===== config.mk =====
export PLATFORM = sky130hd
export DESIGN_NAME = scp_queue
export DESIGN_NICKNAME = d
export VERILOG_FILES = /design/src/scp_pkg.sv /design/src/scp_queue.sv
export SDC_FILE = /design/constraint.sdc
export NUM_CORES = 1
export LEC_CHECK = 0
export ABC_AREA = 1
export BUFFER_PORTS_ARGS = -buffer_cell sky130_fd_sc_hd__buf_4
export CORE_ASPECT_RATIO = 0.6
export CORE_MARGIN = 3
export CORE_UTILIZATION = 40
export CTS_BUF_LIST = sky130_fd_sc_hd__clkbuf_8 sky130_fd_sc_hd__clkbuf_16
export DETAILED_ROUTE_END_ITERATION = 10
export SYNTH_ARGS = -nofsm -noshare
export SYNTH_HDL_FRONTEND = slang
export SYNTH_SLANG_ARGS = --single-unit

===== constraint.sdc =====
create_clock -name clk -period 2.55 [get_ports clk]
set_input_delay 0.6375 -clock clk [delete_from_list [all_inputs] [get_ports clk]]
set_output_delay 0.6375 -clock clk [all_outputs]
set_load 0.02 [all_outputs]

===== src/scp_pkg.sv =====
// Shared types, widths and codes for the S-curve position profile block.
// No dependencies; every other source file imports this package.
package scp_pkg;

  localparam int TIME_BITS     = 19;
  localparam int POS_FRAC_BITS = 16;
  localparam int POS_BITS      = 41;
  localparam int JERK_BITS     = 48;
  localparam int DUR_BITS      = 16;
  localparam int NUM_SEG       = 7;
  localparam int CFG_IDX_BITS  = 4;
  localparam int CFG_DATA_BITS = 48;
  localparam int BND_BITS      = 19;
  localparam int CMP_BITS      = (TIME_BITS > BND_BITS) ? TIME_BITS : BND_BITS;
  localparam int VEL_BITS      = 40;
  localparam int K2_BITS       = 20;
  localparam int POLY_BITS     = 64;
  localparam int RND_SH        = JERK_BITS - POS_FRAC_BITS;
  localparam int PROD_BITS     = 112;
  localparam int Q_BITS        = PROD_BITS - RND_SH - 1;
  localparam int CHUNK_BITS    = 21;
  localparam int DIV_SH        = 24;
  localparam logic [DIV_SH-1:0] DIV3_RECIP = DIV_SH'((64'd1 << DIV_SH) / 3);
  localparam int SETTLE_BITS   = 4;
  localparam logic [SETTLE_BITS-1:0] SETTLE_CYCLES = '1;
  localparam int QUEUE_DEPTH   = 4;
  localparam int QPTR_BITS     = 2;

  // register indexes
  localparam logic [CFG_IDX_BITS-1:0] REG_DUR1 = 4'd0;
  localparam logic [CFG_IDX_BITS-1:0] REG_DUR2 = 4'd1;
  localparam logic [CFG_IDX_BITS-1:0] REG_DUR3 = 4'd2;
  localparam logic [CFG_IDX_BITS-1:0] REG_DUR4 = 4'd3;
  localparam logic [CFG_IDX_BITS-1:0] REG_DUR5 = 4'd4;
  localparam logic [CFG_IDX_BITS-1:0] REG_DUR6 = 4'd5;
  localparam logic [CFG_IDX_BITS-1:0] REG_DUR7 = 4'd6;
  localparam logic [CFG_IDX_BITS-1:0] REG_JERK = 4'd7;

  // segment codes
  localparam logic [2:0] SEG1 = 3'd1;
  localparam logic [2:0] SEG2 = 3'd2;
  localparam logic [2:0] SEG3 = 3'd3;
  localparam logic [2:0] SEG4 = 3'd4;
  localparam logic [2:0] SEG5 = 3'd5;
  localparam logic [2:0] SEG6 = 3'd6;
  localparam logic [2:0] SEG7 = 3'd7;
  localparam logic [NUM_SEG-1:0][2:0] SEG_OF = {SEG7, SEG6, SEG5, SEG4, SEG3, SEG2, SEG1};

  // sign of the cubic term
  localparam logic [1:0] CUBE_NONE = 2'd0;
  localparam logic [1:0] CUBE_POS  = 2'd1;
  localparam logic [1:0] CUBE_NEG  = 2'd2;

  typedef struct packed {
    logic [NUM_SEG-1:0][BND_BITS-1:0] bnd;
    logic signed [JERK_BITS-1:0]      jerk;
    logic signed [POLY_BITS-1:0]      k0_t1c;
    logic signed [POLY_BITS-1:0]      k0_a;
    logic signed [POLY_BITS-1:0]      k0_b;
    logic signed [POLY_BITS-1:0]      k0_c;
    logic signed [POLY_BITS-1:0]      k0_d;
    logic signed [POLY_BITS-1:0]      k0_e;
    logic signed [VEL_BITS-1:0]       v2;
    logic signed [VEL_BITS-1:0]       v4;
    logic signed [VEL_BITS-1:0]       v6;
    logic signed [VEL_BITS-1:0]       v7;
    logic signed [K2_BITS-1:0]        k2_acc;
    logic signed [K2_BITS-1:0]        k2_dec;
  } coeff_t;

  typedef struct packed {
    logic [2:0]          seg;
    logic [DUR_BITS-1:0] u;
    logic                in_range;
  } item_t;

endpackage


===== src/scp_queue.sv =====
// Short request queue between the front end and the evaluator.
// Depends on scp_pkg.
module scp_queue (
  input  logic           clk,
  input  logic           rst,
  input  logic           push,
  input  scp_pkg::item_t push_item,
  output logic           full,
  input  logic           pop,
  output scp_pkg::item_t pop_item,
  output logic           empty
);
  import scp_pkg::*;

  item_t                entry [QUEUE_DEPTH];
  logic [QPTR_BITS-1:0] wp;
  logic [QPTR_BITS-1:0] rp;
  logic [QPTR_BITS:0]   cnt;

  assign full     = (cnt == (QPTR_BITS+1)'(QUEUE_DEPTH));
  assign empty    = (cnt == '0);
  assign pop_item = entry[rp];

  always_ff @(posedge clk) begin
    if (rst) begin
      wp  <= '0;
      rp  <= '0;
      cnt <= '0;
    end else begin
      if (push) wp <= wp + 1'b1;
      if (pop)  rp <= rp + 1'b1;
      if (push && !pop) begin
        cnt <= cnt + 1'b1;
      end else if (pop && !push) begin
        cnt <= cnt - 1'b1;
      end
    end
  end

  always_ff @(posedge clk) begin
    if (push) begin
      entry[wp] <= push_item;
    end
  end

endmodule


; Word level (Yosys, flattened, before mapping)
; Memories as Yosys holds them, arrays and structs flattened. A register that Yosys moved wholly into a read port is not among the register bits.
; Index checks and enable logic that the tools add are counted.
[op_classes]
addsub = 4
n_eq_ne = 1
muxes = 6
reduce_logical = 6
[ops]
columns = operator, n
row1 = $mux W3, 2
row2 = $add A2 B1 Y2 const B, 2
row3 = $mux W2, 2
row4 = $add A3 B1 Y3 const B, 1
row5 = $eq A3 B3 Y1 const B, 1
row6 = $logic_not A3 Y1, 1
row7 = $sub A3 B1 Y3 const B, 1
row8 = $logic_and A1 B1 Y1, 2
row9 = $logic_not A1 Y1, 2
row10 = $mux W1, 2
row11 = $reduce_bool A2 Y1, 1
[word_totals]
reg_bits = 7
ram_bits = 80
output_inout_bits = 22
mem_count = 1
[memory_table]
columns = name, depth, word_bits, rd, rd_ports_with_merged_regs, wr, line
row1 = entry, 4, 20, 1, 1, 1, scp_queue.sv:15  ; item_t entry [QUEUE_DEPTH];

; Depth between registers and ports, before layout
; Gate-level depths: netlist of run 1.
[logic_depth]
depth_word = 4
depth_mapped = 10

; Worst setup path after synthesis of run 1
; OpenSTA, ideal clock, no wires.
[synth_timing]
kind = register -> output
startpoint = reg (tool-made name)
endpoint = out pop_item[0] (netlist name)
t_arrival_ps = 1022
required_ps = 1913
slack_ps = 891
stages_incl_launch_ff = 5
path_buffers = 1
cell_sequence = dfxtp_1 inv_1 clkbuf_1 o21ai_1 o22ai_1
[synth_lines]
columns = item, line
row1 = to (decl), scp_queue.sv:10  ; output scp_pkg::item_t pop_item,

==> flow_summary.toml, run 1 <==
[sta]
slew_headroom_pct = 71.4
timing.fmax_ghz = 0.439
setup_violations = 0
tightest_slew_ps = 429
finalHoldViolCount = 0
finClkSkew_ps = 4.43
period_minus_slack_ps = 2280
setup_tns_ps = 0
post-route-period-util_pct = 89.4
rsz0062_at_grt = "false"
maxSlewViolCount = 0

[global_routing]
grt_pass1_vias = 1920
grt_antenna_before_repair = 0
overflow = 0
grt_max_degree = 41
grt_pass1_wl_um = 10000
grt_usage_pct = 13.9

[yosys]
syn_area_um2 = 3390
yosysWarnings = 0
syn_inst = 252
synth_top_area_share_pct = 71.0
synth_top_family_by_area = "compound AO/OA/AOI/OAI gates"
synth_compound_area_share_pct = 10.8
syn_area_per_cell_um2 = 13.4
yosys.area_share.adder_pct = 2.44
yosys.area.top_type = "edfxtp_1"
yosys.area_share.simple_pct = 6.73
synth_seq_cells = 89
synth_nets = 282
ys_top_cells_by_area = "edfxtp_1 71%, o21ai_1 5.9%, dfxtp_1 5.3%, nor2_1 5.1%, o22ai_1 3.7%"
synth.area.mux_share_pct = 0
synth_xor_area_share_pct = 0.259
yosysSeqAreaShare_pct = 76.3
synthDistinctLibCells = 18

[power_and_ir_drop]
totalPowerFinal_mw = 3.30
power_leakage_nw = 1.56
irDropWorstVdd_v = 0.000494
p_per_area_nw_per_um2 = 794

[setup_path]
cp_data_required_time_ps = 1910
reg2reg_to = "entry[0][5]"
r2r_cells = 5
startpoint_type = "flop"
critPathCaptureType = "output pin"
r2r-start = "wp[0]"
arrival_ps = 1640
cp_max_fo = 40
criticalPathCategory = "flop to output pin"
r2r_slack_ps = 1110

[cells_and_area]
final_cell_mix = "80 x edfxtp_1, 53 x buf_4, 46 x nor2_1"
final_layout_size_suffix_gt1_share_pct = 21.7
mostFrequentLayoutCell = "edfxtp_1"
nets = 335
diodes = 0
fin_util_pct = 51.8
fillers = 694
syn_to_final_growth_pct = 22.9

[clocking]
cts_buffers = 9
cts_hold_buf = 0
h-tree-depth = 3
cts_tree = "yes"
clock_sinks = 89
root_buffer = "clkbuf_16"
cts_resized = 0
cts_buffer_depth = 2
cts_setup_buffers = 0
path_clk_slew_ps = 60
clk_latency_ps = 330

[floorplan]
die_w_um = 125
row_count = 25
initial_utilization_pct = 42.1
dieArea_um2 = 9640
core_area_um2 = 8040
die_h_um = 77.3
boundaryPins = 46

[placement]
dpl.hpwl_um = 4010
place_congestion = 0.721
io_buffer_count = 45

[flow_run]
drv_cap = 0

[route]
via_per_inst = 4.89
drc = 0
totalWireLength_um = 6370
drt_iter0_markers = 116
dr.pass1.iters = 4
ant_nets = 0
wl_per_cell_um = 15.3
vias = 2041

[worst_hold_path]
hold_start = "rp[1]"
hp-class = "flop to flop"
hold_depth = 1
min_to = "rp[1]"

[status]
status = "completed"
## sequential cells by signal, summed over array words and instances, names as in the netlist, named ones only
signal	count
rp	2
wp	2
entry	80
cnt	3
## layout make-up
| type | instances | area (um2) | share of cell area (%) |
|---|---|---|---|
| clock buffer | 9 | 225 | 5.41 |
| clock inverter | 6 | 53.8 | 1.29 |
| inverter | 17 | 63.8 | 1.53 |
| multi-input combinational | 134 | 684 | 16.4 |
| sequential | 89 | 2580 | 62.0 |
| tap | 108 | 135 | 3.25 |
| timing repair buffer | 54 | 418 | 10.0 |
## cells by family after synthesis
kind of cell,count (synthesis)
simple gates,59
flops,89
fa+ha+maj,6
buf+inv,29
compound gates,68
xor+xnor,1
## per-stage QoR
step	setup WS (ps)	cell area [um2]	hold slack, ps	instances
detailed placement	613	3880	432	402
global placement	645	3880	433	402
CTS	249	4160	440	417
global route	153	4160	450	417
finish	271	4160	438	417
floorplan	891	3390	412	252
## worst max-delay path by stage
stage | depth (start not counted) | from | end | slack (ps)
after floorplan | 4 | flop | pop_item[0] | 890
after global placement | 4 | flop | pop_item[18] | 650
after detailed placement | 4 | flop | pop_item[18] | 610
after CTS | 4 | flop | pop_item[18] | 250
after global routing | 5 | flop | pop_item[0] | 150
final | 4 | flop | pop_item[18] | 270
## power breakdown
group          switching (mW)  internal (mW)  leakage, nW
sequential             0.0237           1.66        0.809
combinational           0.242          0.155        0.610
clock                   0.483          0.740        0.145
total                   0.748           2.56         1.56
## cell usage after synthesis
library cell / count
nand4_1: 1
inv_1: 16
nand2_1: 9
xor2_1: 1
inv_2: 1
edfxtp_1: 80
nor2_1: 46
nand3_1: 1
a21oi_1: 3
fa_1: 1
o21ai_0: 5
o21ai_1: 40
dfxtp_1: 9
buf_2: 8
nor3_1: 2
clkbuf_1: 4
o22ai_1: 20
ha_1: 5
## worst max-delay path, stage by stage (launching register included)
cell and delay [ps]:
dfxtp_1 340, buf_4 390, o21ai_1 130, o22ai_1 250
buf_4 200
## metal layers
layer | share of wire [%] | track usage, %
met3 | 6.1 | 6.61
met5 | 0 | 0
met4 | 0.49 | 3.94
met2 | 45 | 20.2
met1 | 49 | 18.6
Power figures use the tool's default switching activity.
==> inputs of run 2 (changes only) <==
--- a/config.mk
+++ b/config.mk
@@ -5,13 +5,13 @@
 export SDC_FILE = /design/constraint.sdc
 export NUM_CORES = 1
 export LEC_CHECK = 0
-export ABC_AREA = 1
 export BUFFER_PORTS_ARGS = -buffer_cell sky130_fd_sc_hd__buf_4
 export CORE_ASPECT_RATIO = 0.6
 export CORE_MARGIN = 3
 export CORE_UTILIZATION = 40
 export CTS_BUF_LIST = sky130_fd_sc_hd__clkbuf_8 sky130_fd_sc_hd__clkbuf_16
 export DETAILED_ROUTE_END_ITERATION = 10
+export SETUP_SLACK_MARGIN = 0.4
 export SYNTH_ARGS = -nofsm -noshare
 export SYNTH_HDL_FRONTEND = slang
 export SYNTH_SLANG_ARGS = --single-unit
==> flow_summary.toml, run 2 <==
[status]
status = "completed"

[setup_path]
cp_data_required_time_ps = 1910
arrival_ps = 1580
path_delay_family = "multiplexers"
cp_max_fo = 10
critPathCaptureType = "output pin"
slowest_delay_ps = 500
criticalPathCategory = "flop to output pin"
r2r_cells = 4
critical-path-slowest-cell = "mux4_2"
path_cells = "buf_16 -> mux4_2 -> buf_4"
cp_num_buf_inv = 2
cp.depth = 3
startpoint_type = "flop"

[placement]
io_buffer_count = 45
dpl.hpwl_um = 3470
dp_slack_ps = 460
dp.cells = 302
place_area_um2 = 3810
place_congestion = 0.655

[sta]
rsz0062_at_grt = "true"
timing.fmax_ghz = 0.452
slew_headroom_pct = 79.5
maxSlewViolCount = 0
post-route-period-util_pct = 86.8
finClkSkew_ps = 5.28
finalHoldViolCount = 0
setup_tns_ps = 0
layout_setup_ws_ps = 337
setup_violations = 0
tightest_slew_ps = 307
period_minus_slack_ps = 2210

[yosys]
syn_inst = 148
synth.most_common_cell = "edfxtp_1"
syn_area_per_cell_um2 = 22.4
synth_nets = 178
synthDistinctLibCells = 20
syn_area_um2 = 3310
ys.flop_type = "edfxtp_1"
yosysSeqAreaShare_pct = 77.9
synth_edf_count = 80
synth_seq_cells = 89
ys_top_cells_by_area = "edfxtp_1 72%, mux4_2 14%, dfxtp_1 5.4%, ha_1 1.9%, nor2_1 0.79%"
synth_top_area_share_pct = 72.5
async_flop_share_pct = 0
yosys.area.top_type = "edfxtp_1"
yosysWarnings = 0
ys_top_cells_by_count = "80 x edfxtp_1, 20 x mux4_2, 9 x dfxtp_1, 7 x nor2_1, 5 x ha_1"

[clocking]
root_buffer = "clkbuf_16"
h-tree-depth = 3
cts_tree = "yes"
clk_latency_ps = 330
path_clk_slew_ps = 60
cts_buffers = 9
cts_setup_buffers = 0
cts_buffer_depth = 2
clock_sinks = 89

[route]
totalWireLength_um = 5620
drc = 0
via_per_inst = 4.90
ant_nets = 0
dr.pass1.iters = 4
vias = 1567
drt_iter0_markers = 94
wl_per_cell_um = 17.6

[global_routing]
grt_pass1_vias = 1646
overflow = 0
grt_max_degree = 21
grt_usage_pct = 12.9
grt_pass1_wl_um = 8710
grt_antenna_before_repair = 0

[cells_and_area]
reg.largest.list = "entry (80), cnt (3)"
mostFrequentLayoutCell = "edfxtp_1"
diodes = 0
final_layout_size_suffix_gt1_share_pct = 42.5
largest_reg_flops = 80
final_cell_mix = "80 x edfxtp_1, 41 x buf_4, 20 x mux4_2"
nets = 237
fin_cells = 320
top_register = "entry"
syn_to_final_growth_pct = 27.6
fin_area_um2 = 4230

[power_and_ir_drop]
irDropWorstVdd_v = 0.000340
totalPowerFinal_mw = 3.56
p_per_area_nw_per_um2 = 842
power_leakage_nw = 1.49

[worst_hold_path]
hp-class = "input port to flop"
hold_depth = 1

[floorplan]
initial_utilization_pct = 41.7
dieArea_um2 = 9450
die_h_um = 76.5
die_w_um = 124
boundaryPins = 46
row_count = 25
core_area_um2 = 7950

[flow_run]
drv_cap = 0
==> run 2: cell count changes in the layout (fill, tap and decap cells not counted), sizes merged, moves of 2 or more <==
cell	before	now
mux4	0	20
o21ai	45	1
mux2i	0	2
xor2	1	3
nor2	46	7
inv	20	5
clkinv	1	4
buf	54	52
a21oi	3	1
xnor2	0	2
and2	0	4
nand2	9	1
o22ai	20	0
==> run 2: logic make-up after synthesis <==
logic type               count (synthesis)  share of synthesized area [%]
flip-flops                              89                           77.9
multiplexers                            22                           14.2
AND/OR/NAND/NOR                         15                           2.23
buffers and inverters                    9                           1.55
adder cells (fa/ha/maj)                  6                           2.49
XOR/XNOR                                 5                           1.32
AO/OA/AOI/OAI                            2                          0.302
==> run 2: worst register-to-register path, stage by stage (launching register included) <==
cell and delay (ps):
dfxtp_1 350, fa_1 440, xor2_1 170, or3_1 300, a21oi_1 150
==> run 2: what timing repair did <==
item	in CTS	in global routing
cloned	1	1
resized for setup	3	9
setup endpoints to repair	20	20
hold buffers	0	0
==> run 2: final cells by class <==
type | instances | area (um2)
fillers | 645 | 3720
repair buffers | 53 | 482
clock buffers | 9 | 225
flip-flops and latches | 89 | 2590
multi-input cells | 50 | 681
clock inverters | 7 | 104
well taps | 108 | 135
inverters | 4 | 15.0
==> run 2: per-stage QoR <==
step | util (%) | hold WS [ps]
after floorplan | - | 466
after global placement | 47.9 | 476
after detailed placement | 47.9 | 505
after CTS | 52.5 | 488
after global routing | 53.2 | 490
final | 53.2 | 500
==> run 2: power by group <==
part	total (mW)	internal (mW)	switching, mW
sequential	1.70	1.67	0.0320
combinational	0.458	0.232	0.226
clock	1.40	0.867	0.534
==> run 2: per-layer routing <==
metal	part of all wire (%)	global-route usage (%)	up-vias
met5	0	0	-
li1	-	-	713
met4	1.4	5.30	0
met2	51	20.6	37
met1	43	15.9	811
met3	5.5	4.90	6
==> run 2: final timing paths <==
kind                                     from           end  slack (ps)
worst min register to register         cnt[2]        cnt[2]         520
worst max register to register         cnt[0]        cnt[2]        1060
worst max-delay path                     flop  pop_item[16]         340
worst min-delay path            push_item[12]  entry[2][12]         500
