### src/scp_pkg.sv
// Shared types, widths and codes for the S-curve position profile block.
// No dependencies; every other source file imports this package.
package scp_pkg;

  localparam int TIME_BITS     = 19;
  localparam int POS_FRAC_BITS = 16;
  localparam int POS_BITS      = 41;
  localparam int JERK_BITS     = 48;
  localparam int DUR_BITS      = 16;
  localparam int NUM_SEG       = 7;
  localparam int CFG_IDX_BITS  = 4;
  localparam int CFG_DATA_BITS = 48;
  localparam int BND_BITS      = 19;
  localparam int CMP_BITS      = (TIME_BITS > BND_BITS) ? TIME_BITS : BND_BITS;
  localparam int VEL_BITS      = 40;
  localparam int K2_BITS       = 20;
  localparam int POLY_BITS     = 64;
  localparam int RND_SH        = JERK_BITS - POS_FRAC_BITS;
  localparam int PROD_BITS     = 112;
  localparam int Q_BITS        = PROD_BITS - RND_SH - 1;
  localparam int CHUNK_BITS    = 21;
  localparam int DIV_SH        = 24;
  localparam logic [DIV_SH-1:0] DIV3_RECIP = DIV_SH'((64'd1 << DIV_SH) / 3);
  localparam int SETTLE_BITS   = 4;
  localparam logic [SETTLE_BITS-1:0] SETTLE_CYCLES = '1;
  localparam int QUEUE_DEPTH   = 4;
  localparam int QPTR_BITS     = 2;

  // register indexes
  localparam logic [CFG_IDX_BITS-1:0] REG_DUR1 = 4'd0;
  localparam logic [CFG_IDX_BITS-1:0] REG_DUR2 = 4'd1;
  localparam logic [CFG_IDX_BITS-1:0] REG_DUR3 = 4'd2;
  localparam logic [CFG_IDX_BITS-1:0] REG_DUR4 = 4'd3;
  localparam logic [CFG_IDX_BITS-1:0] REG_DUR5 = 4'd4;
  localparam logic [CFG_IDX_BITS-1:0] REG_DUR6 = 4'd5;
  localparam logic [CFG_IDX_BITS-1:0] REG_DUR7 = 4'd6;
  localparam logic [CFG_IDX_BITS-1:0] REG_JERK = 4'd7;

  // segment codes
  localparam logic [2:0] SEG1 = 3'd1;
  localparam logic [2:0] SEG2 = 3'd2;
  localparam logic [2:0] SEG3 = 3'd3;
  localparam logic [2:0] SEG4 = 3'd4;
  localparam logic [2:0] SEG5 = 3'd5;
  localparam logic [2:0] SEG6 = 3'd6;
  localparam logic [2:0] SEG7 = 3'd7;
  localparam logic [NUM_SEG-1:0][2:0] SEG_OF = {SEG7, SEG6, SEG5, SEG4, SEG3, SEG2, SEG1};

  // sign of the cubic term
  localparam logic [1:0] CUBE_NONE = 2'd0;
  localparam logic [1:0] CUBE_POS  = 2'd1;
  localparam logic [1:0] CUBE_NEG  = 2'd2;

  typedef struct packed {
    logic [NUM_SEG-1:0][BND_BITS-1:0] bnd;
    logic signed [JERK_BITS-1:0]      jerk;
    logic signed [POLY_BITS-1:0]      k0_t1c;
    logic signed [POLY_BITS-1:0]      k0_a;
    logic signed [POLY_BITS-1:0]      k0_b;
    logic signed [POLY_BITS-1:0]      k0_c;
    logic signed [POLY_BITS-1:0]      k0_d;
    logic signed [POLY_BITS-1:0]      k0_e;
    logic signed [VEL_BITS-1:0]       v2;
    logic signed [VEL_BITS-1:0]       v4;
    logic signed [VEL_BITS-1:0]       v6;
    logic signed [VEL_BITS-1:0]       v7;
    logic signed [K2_BITS-1:0]        k2_acc;
    logic signed [K2_BITS-1:0]        k2_dec;
  } coeff_t;

  typedef struct packed {
    logic [2:0]          seg;
    logic [DUR_BITS-1:0] u;
    logic                in_range;
  } item_t;

endpackage

### src/scp_front.sv
// Front end: takes time samples, picks the segment and the local time.
// Depends on scp_pkg.
module scp_front (
  input  logic                           clk,
  input  logic                           rst,
  input  logic                           in_valid,
  output logic                           in_stall,
  input  logic [scp_pkg::TIME_BITS-1:0]  time_now,
  input  logic                           busy,
  input  scp_pkg::coeff_t                coeff,
  input  logic                           q_full,
  output logic                           push,
  output scp_pkg::item_t                 push_item
);
  import scp_pkg::*;

  logic                 f_valid;
  logic [TIME_BITS-1:0] f_t;
  logic                 f_adv;
  logic                 accept;
  logic [CMP_BITS-1:0]  t_ext;
  logic [NUM_SEG-1:0][CMP_BITS-1:0] lo;
  logic [CMP_BITS-1:0]  start;

  assign f_adv    = !f_valid || !q_full;
  assign in_stall = busy || !f_adv;
  assign accept   = in_valid && !in_stall;
  assign push     = f_valid && !q_full;

  always_ff @(posedge clk) begin
    if (rst) begin
      f_valid <= 1'b0;
    end else if (f_adv) begin
      f_valid <= accept;
    end
  end

  always_ff @(posedge clk) begin
    if (accept) begin
      f_t <= time_now;
    end
  end

  // lowest segment whose end lies above t wins, else segment seven; empty segments below seven never match
  always_comb begin
    t_ext = CMP_BITS'(f_t);
    lo[0] = '0;
    for (int k = 1; k < NUM_SEG; k++) begin
      lo[k] = CMP_BITS'(coeff.bnd[k-1]);
    end
    push_item.seg = SEG7;
    start         = lo[NUM_SEG-1];
    for (int k = NUM_SEG - 2; k >= 0; k--) begin
      if (t_ext < CMP_BITS'(coeff.bnd[k])) begin
        push_item.seg = SEG_OF[k];
        start         = lo[k];
      end
    end
    push_item.in_range = (t_ext <= CMP_BITS'(coeff.bnd[NUM_SEG-1]));
    push_item.u        = DUR_BITS'(t_ext - start);
  end

endmodule

### config.mk
export PLATFORM = sky130hd
export DESIGN_NAME = scp_front
export DESIGN_NICKNAME = d
export VERILOG_FILES = /design/src/scp_pkg.sv /design/src/scp_front.sv
export SDC_FILE = /design/constraint.sdc
export NUM_CORES = 1
export LEC_CHECK = 0
export ABC_AREA = 1
export BUFFER_PORTS_ARGS = -buffer_cell sky130_fd_sc_hd__buf_2
export CORE_AREA = 2 2 320 322
export DETAILED_ROUTE_END_ITERATION = 8
export DIE_AREA = 0 0 322 324
export PLACE_DENSITY_LB_ADDON = 0.08
export SLEW_MARGIN = 20
export SYNTH_ARGS = -nofsm -noshare
export SYNTH_HDL_FRONTEND = slang
export SYNTH_SLANG_ARGS = --single-unit
### constraint.sdc
create_clock -name clk -period 5.2 [get_ports clk]
set_clock_uncertainty 0.2 [all_clocks]
set_input_delay 0 -clock clk [delete_from_list [all_inputs] [get_ports clk]]
set_output_delay 0 -clock clk [all_outputs]
set_load 0.1 [all_outputs]
# --- Word-level counts from Yosys, hierarchy flattened ---
# Index checks and enable logic that the tools add are counted.
classes:
  addsub: 1
  magnitude_cmp: 7
  mux: 12
  reduce_logical: 8
ops:
  columns: ["operator", "n"]
  rows:
  - ["$lt A19 B19 Y1", 6]
  - ["$mux W16", 6]
  - ["$le A19 B19 Y1", 1]
  - ["$sub A16 B16 Y16", 1]
  - ["$mux W3", 5]
  - ["$logic_not A1 Y1", 4]
  - ["$logic_and A1 B1 Y1", 2]
  - ["$logic_or A1 B1 Y1", 2]
  - ["$mux W1", 1]
word_totals:
  regBits: 20
  inputBits: 789

# --- Logic depth before layout (Yosys ltp) ---
# Gate-level depths: netlist (run 1).
depth:
  ltp_word: 8
  mapped_depth: 29
  mapped_depth_nobuf: 28

# --- Worst setup path after synthesis (run 1) ---
# OpenSTA, ideal clock, no wires.
synth_timing:
  path_kind: "flip-flop to output port"
  startpoint: "register f_t[10]"
  endpoint: "output push_item[11] (netlist bit)"
  arrival_time_ns: 4.797
  t_required_ns: 5.000
  setup_slack_ns: 0.203
  stages_incl_launch_ff: 19
  path_buffers: 1
  cell_sequence: "edfxtp_1 > ha_1 > a21o_1 > nor2_1 > nand2_1 > nand2_1 > nand3_2 > buf_8 > o21ai_0 > o21ai_0 > o211ai_1 > a21oi_1 > ha_1 > fa_1 > o21ai_0 > a21oi_1 > o21ai_0 > a21oi_1 > xnor2_1"
synth_rtl:
  columns: ["element", "line_no", "rtl"]
  rows:
  - ["start, declared", "scp_front.sv:18", "logic [TIME_BITS-1:0] f_t;"]
  - ["start signal, assigned", "scp_front.sv:40", "f_t <= time_now;"]
  - ["end, declared", "scp_front.sv:13", "output scp_pkg::item_t push_item"]

==> results of run 1 <==
## path summary, 6_finish.rpt
kind | startpoint | to | slack, ns
max | f_t[7] | push_item[15] | 0.40
min | in_valid | f_t[3] | 0.14
max reg2reg | f_valid | f_valid | 3.10
min reg2reg | f_valid | f_t[3] | 0.85
## state kept, by name (all words and copies together), names as in the netlist
signal / cells
f_t: 19
f_valid: 1
## per-layer routing
metal	part of all wire, %	GRT usage [%]	vias up
met2	49	12.9	126
met1	47	9.55	2972
met5	0.18	0	-
met3	2.7	0.868	19
li1	-	-	3375
met4	1.2	1.50	10
## metrics by stage
step           power [mW]  instance area [um2]  cells
2_1_floorplan       0.925                 5580    860
3_3_place_gp         1.52                 8720   2392
3_5_place_dp         1.51                 8720   2392
4_1_cts              1.82                 9060   2419
5_1_grt              1.93                 9290   2435
6_report             1.78                 9290   2435
## power by group through the flow
stage | Clock [mW] | Combinational (mW) | Sequential [mW]
finish | 0.264 | 1.31 | 0.199
global route | 0.286 | 1.44 | 0.200
CTS | 0.289 | 1.33 | 0.205
floorplan | 0 | 0.726 | 0.199
detailed placement | 0 | 1.30 | 0.209
global placement | 0 | 1.31 | 0.209
## cells by family (layout without fill, tap and decap cells)
group | Yosys count | count (layout) | synth area share [%]
AOI/OAI and AO/OA | 199 | 199 | 19.7
xor gates and xnor gates | 12 | 12 | 1.88
adders and majority gates | 144 | 144 | 32.4
buffers and inverters | 194 | 460 | 13.8
DFF | 20 | 20 | 10.6
and+or+nand+nor | 291 | 291 | 21.7
## synthesized netlist by cell type, drive strengths merged
| library cell | count |
|---|---|
| a21oi | 85 |
| dfxtp | 1 |
| a21boi | 1 |
| inv | 178 |
| a31oi | 2 |
| nor3b | 1 |
| nand4 | 13 |
| ha | 143 |
| buf | 10 |
| o21bai | 13 |
| o221ai | 1 |
| o32ai | 1 |
| nor2 | 40 |
| fa | 1 |
| clkbuf | 4 |
| o211ai | 5 |
| a211oi | 5 |
| or2 | 2 |
| xor2 | 8 |
| o2111ai | 1 |
| nand3 | 28 |
| o21a | 3 |
| or3 | 1 |
| nand2 | 198 |
| xnor2 | 4 |
| edfxtp | 19 |
| nor3 | 8 |
| clkinv | 2 |
| a21o | 2 |
| o21ai | 80 |
## worst max-delay path, cell delays in order, from the launching register on
cell and delay [ns]:
edfxtp_1 0.46, buf_4 0.20, buf_4 0.17, ha_1 0.28
nand4_1 0.19, o21ai_1 0.31, nand2_1 0.08, nand3_1 0.27
buf_4 0.24, o21ai_0 0.10, o21bai_1 0.16, ha_1 0.31
a21oi_1 0.19, o21ai_2 0.09, buf_4 0.15, nand3_1 0.07
o2111ai_2 0.17, a21oi_1 0.17, nor2_1 0.05, nor2_1 0.11
xor2_1 0.18, buf_4 0.15, buf_12 0.16
## repair_timing
| item | 4_1_cts | 5_1_grt |
|---|---|---|
| resized for setup | 6 | 29 |
| setup endpoints to repair | 8 | 8 |
| hold buffers | 21 | 0 |
| pin swaps | 0 | 2 |
| hold endpoints to repair | 20 | 0 |
| setup buffers | 2 | 16 |
## cell usage in the layout (no fill, tap or decap), drive strengths merged, types with 8 or more instances in the layout
master       synthesis  routed
edfxtp              19      19
xor2                 8       8
nor2                40      40
o21ai               80      80
a21oi               85      85
o21bai              13      13
inv                178     178
nand3               28      28
nor3                 8       8
buf                 10     255
dlygate4sd3          0      21
nand2              198     198
nand4               13      13
ha                 143     143
## cell type report
cell class | count | area (um2)
fillers | 11900 | 91700
flip-flops and latches | 20 | 591
clock inverters | 1 | 30.0
clock buffers | 3 | 75.1
inverters | 180 | 681
repair buffers | 276 | 1950
multi-input cells | 646 | 4330
well taps | 1309 | 1640
==> results by group, run 1 <==
Floorplanning
  – Number of placed I/O pins: 811
  – Initial Util: 5.53%
  – Die Y: 324 um
  – Core ar.: 0.101 mm2
  – Die Area: 0.104 mm2
  – Row count: 117
  – Die X: 322 um

Yosys
  – Mean post-synth cell area: 6.49 um2
  – Flops & latches, synth: 20
  – Synth top area cells: ha_1, nand2_1, inv_1
  – Top-area cell type share of the netlist area: 32.1%
  – Synth warnings: 0
  – Synth area leader: ha_1
  – Post-synthesis net count: 1793
  – Post-Syn Instances: 860
  – Distinct cells, synth: 42
  – Post-synthesis sequential area ratio: 10.6%
  – Mapped Area: 0.00558 mm2

Place
  – HPWL after DPL: 35300 um
  – Gpl congestion: 0.732
  – Port-buffer cells: 178
  – Pre-CTS WS: 0.0696 ns

Routing
  – DRC: 0
  – TritonRoute pass-1 iters: 4
  – Final ANT Viol Nets: 0
  – Vias per inst: 2.67
  – Vias: 6502
  – WL final: 37900 um
  – Wire length per cell: 15.6 um
  – DR iter-0 viols: 172

Power
  – VDD IR max: 0.124 mV
  – PD cells: 191 mW/mm2
  – Sequential Power Share: 11.2%
  – Pleak: 4.53 nW
  – Sw Ratio: 54.4%
  – Internal power: 0.811 mW
  – Comb power frac: 74.0%
  – Switching power total: 0.966 mW
  – Clock share of power: 14.9%

Outcome
  – Status: finished clean

Setup path
  – Crit start category: flip-flop
  – R2R cell count: 8
  – Crit. End Element: primary output
  – CP Max Fanout: 9
  – Arrival time worst endpoint: 4.60 ns
  – WS Path Type: flip-flop to primary output
  – CP Data Required Time: 5.00 ns

Global route
  – Vias in the first global route: 6971
  – Total gr overflow: 0
  – First-pass GRT wire length: 52600 um
  – Largest net degree at the start of global routing: 31
  – Initial antenna violation count: 7
  – GR Util All Layers: 7.32%

Timing
  – Achievable Freq: 208 MHz
  – Setup TNS: 0 ns
  – Max-slew violation count: 0
  – Max-slew headroom: 36.9%
  – Final Hold Vio Count: 0
  – Worst-Margin Slew: 0.945 ns
  – Endpoints failing setup: 0
  – Hold_ws: 0.138 ns
  – Fin crit share: 92.4%
  – Worst setup margin: 0.395 ns
  – Period minus WS final: 4.80 ns

Worst hold path
  – Worst Hold Class: input port to flip-flop
  – Hold path cells: 4

Job
  – Max-cap violations: 0

Cells and area
  – Layout net count: 2060
  – Layout area overhead: 66.5%
  – # diodes: 0
  – Layout cell share with drive strength beyond 1: 26.5%
  – Final Util: 9.20%

Clock tree
  – CTS tree: built
  – Clk_lat worst skew: 0.29 ns
  – CTS sink cnt: 20
  – Clock Path Buffers: 2
  – CTS root buffer: clkbuf_16
  – Htree depth: 1
  – Clock slew at reported path FFs: 0.10 ns
  – Number of CTS-inserted buffers: 3
No activity file was read; power rests on OpenSTA's default activity.
==> run 2: changes to the inputs <==
==> constraint.sdc (replaced) <==
create_clock -name clk -period 5.2 [get_ports clk]
set_clock_uncertainty 0.2 [all_clocks]
set_input_delay 0.78 -clock clk [delete_from_list [all_inputs] [get_ports clk]]
set_output_delay 0.78 -clock clk [all_outputs]
set_load 0.1 [all_outputs]
==> run 2 against run 1 <==
  * The flow now finishes with violations (negative setup slack)
  * Maximum frequency is 12% lower
  * Register-to-register slack better by 0.18 ns
  * Flip-flop and latch count stayed put
  * Largest cell class unchanged
==> results by group, run 2 (synthesis results as in run 1) <==
Floorplanning
  – Die Area: 0.104 mm2
  – Core ar.: 0.101 mm2
  – Die Y: 324 um
  – Initial Util: 5.53%
  – Number of placed I/O pins: 811
  – Die X: 322 um
  – Row count: 117

Cells and area
  – Finished Cell Area: 0.0118 mm2
  – Commonest non-fill, non-tap cell in the layout: buf_4
  – Layout fillers: 11800
  – Largest register FFs: 19
  – Largest registers: f_t (19), f_valid (1)
  – Layout cell share with drive strength beyond 1: 49.3%
  – Post-route insts no fill: 2590
  – Layout net count: 2206
  – Top reg by flops: f_t
  – Commonest cells after routing, fill and taps aside: buf_4, inv_1, buf_2, nand2_1, ha_1
  – Layout area overhead: 112%

Place
  – HPWL after DPL: 41000 um
  – Pre-CTS WS: -1.03 ns
  – Gpl congestion: 0.745
  – Placement Cell Area: 0.00969 mm2
  – Post-Place Cells: 2503
  – Port-buffer cells: 178

Outcome
  – Status: finished with violations
  – Violations in the final reports: negative setup slack

Routing
  – TritonRoute pass-1 iters: 7
  – Wire length per cell: 17.6 um
  – Final ANT Viol Nets: 0
  – DR iter-0 viols: 159
  – WL final: 45500 um
  – Vias: 7263
  – DRC: 0
  – Vias per inst: 2.80

Power
  – Pleak: 5.56 nW
  – Total power: 2.14 mW
  – PD cells: 181 mW/mm2
  – VDD IR max: 0.103 mV

Setup path
  – R2R cell count: 5
  – WS Path Type: input port to primary output
  – CP Data Required Time: 4.22 ns
  – CP Max Fanout: 8
  – Arrival time worst endpoint: 4.46 ns
  – Worst flop-to-flop path startpoint: f_valid
  – Reg-to-reg slack, setup: 3.28 ns
  – Reg2reg end: f_t[0]
  – Crit start category: input port
  – Crit. End Element: primary output

Timing
  – RSZ-0062 raised after global routing: true
  – Final Hold Vio Count: 0
  – Max-slew violation count: 0
  – Fin crit share: 105%
  – Endpoints failing setup: 8
  – Max-slew headroom: 63.5%
  – Period minus WS final: 5.44 ns
  – Worst-Margin Slew: 0.552 ns
  – Hold_ws: 0.377 ns
  – Worst setup margin: -0.243 ns
  – Achievable Freq: 184 MHz

Global route
  – GR Util All Layers: 8.61%
  – First-pass GRT wire length: 61600 um
  – Vias in the first global route: 7718
  – Total gr overflow: 0
  – Initial antenna violation count: 26
  – Largest net degree at the start of global routing: 21

Clock tree
  – Count of hold-fix buffers inserted at cts: 0
  – CTS root buffer: clkbuf_16
  – Htree depth: 1
  – CTS tree: built
  – CTS sink cnt: 20
  – Number of CTS-inserted buffers: 3
  – Clock slew at reported path FFs: 0.06 ns
  – Clk_lat worst skew: 0.27 ns
  – Clock Path Buffers: 2

Worst hold path
  – Hold path cells: 4
  – Worst Hold Class: flip-flop to flip-flop
  – End of the worst hold path: f_valid
  – Min-Delay Startpoint: f_valid

Job
  – Max-cap violations: 0
==> run 2: worst max path at each step <==
stage	start	end	slack, ns	cells past startpoint
2_1_floorplan	coeff[737]	push_item[11]	-0.25	19
3_3_place_gp	coeff[741]	push_item[11]	-1.11	25
3_5_place_dp	coeff[741]	push_item[11]	-1.03	25
4_1_cts	coeff[740]	push_item[14]	-0.32	27
5_1_grt	coeff[731]	push_item[10]	-0.49	28
6_report	coeff[731]	push_item[10]	-0.24	28
==> run 2: through the flow <==
step / setup TNS (ns) / util, %
CTS: -1.79 / 11.3
floorplan: -0.553 / -
finish: -1.29 / 11.7
global placement: -10.26 / 9.59
detailed placement: -9.94 / 9.59
global route: -3.88 / 11.7
==> run 2: where the power goes <==
part | internal, mW | total, mW | switching [mW]
Sequential | 0.185 | 0.193 | 0.00764
Combinational | 0.746 | 1.77 | 1.02
Clock | 0.103 | 0.177 | 0.0738
==> run 2: what timing repair did <==
| item | in CTS | in global routing |
|---|---|---|
| pin swaps | 99 | 83 |
| endpoints found under the setup margin | 15 | 13 |
| gates cloned | 5 | 1 |
| endpoints found under the hold margin | 0 | 0 |
| setup buffers | 64 | 11 |
| gates resized for setup | 257 | 62 |
==> run 2: routing by layer <==
layer | GRT usage (%) | up-vias | share of wire (%)
met4 | 1.80 | 28 | 1.3
met2 | 14.6 | 154 | 47
met3 | 1.82 | 48 | 5.3
met5 | 0 | - | 0.40
met1 | 11.1 | 3338 | 46
li1 | - | 3695 | -
==> run 2: layout make-up <==
class / count / area (um2) / area share [%]
multi-input combinational: 646 / 5390 / 45.7
timing repair buffer: 422 / 3390 / 28.7
tap: 1309 / 1640 / 13.9
inverter: 180 / 693 / 5.87
sequential: 20 / 591 / 5.00
clock buffer: 3 / 75.1 / 0.636
antenna: 9 / 22.5 / 0.191
clock inverter: 1 / 3.75 / 0.0318
==> run 2: critical path, cell delays in order <==
cell and delay, ns:
buf_6 0.08, clkinvlp_4 0.15, ha_4 0.32, nand2_1 0.13
nor2_2 0.12, nand2_2 0.06, nor2_2 0.08, nand2_2 0.08
nand3_4 0.15, clkbuf_16 0.19, buf_6 0.10, o21ai_2 0.05
o21ai_2 0.11, nand2_1 0.08, a21oi_2 0.14, o21bai_1 0.11
ha_1 0.37, buf_6 0.14, nand2_1 0.08, o21ai_2 0.17
nand2_1 0.07, nand2_1 0.09, nand2_2 0.09, a21oi_4 0.16
o21ai_2 0.09, nand2_2 0.11, xor2_4 0.18, buf_12 0.19
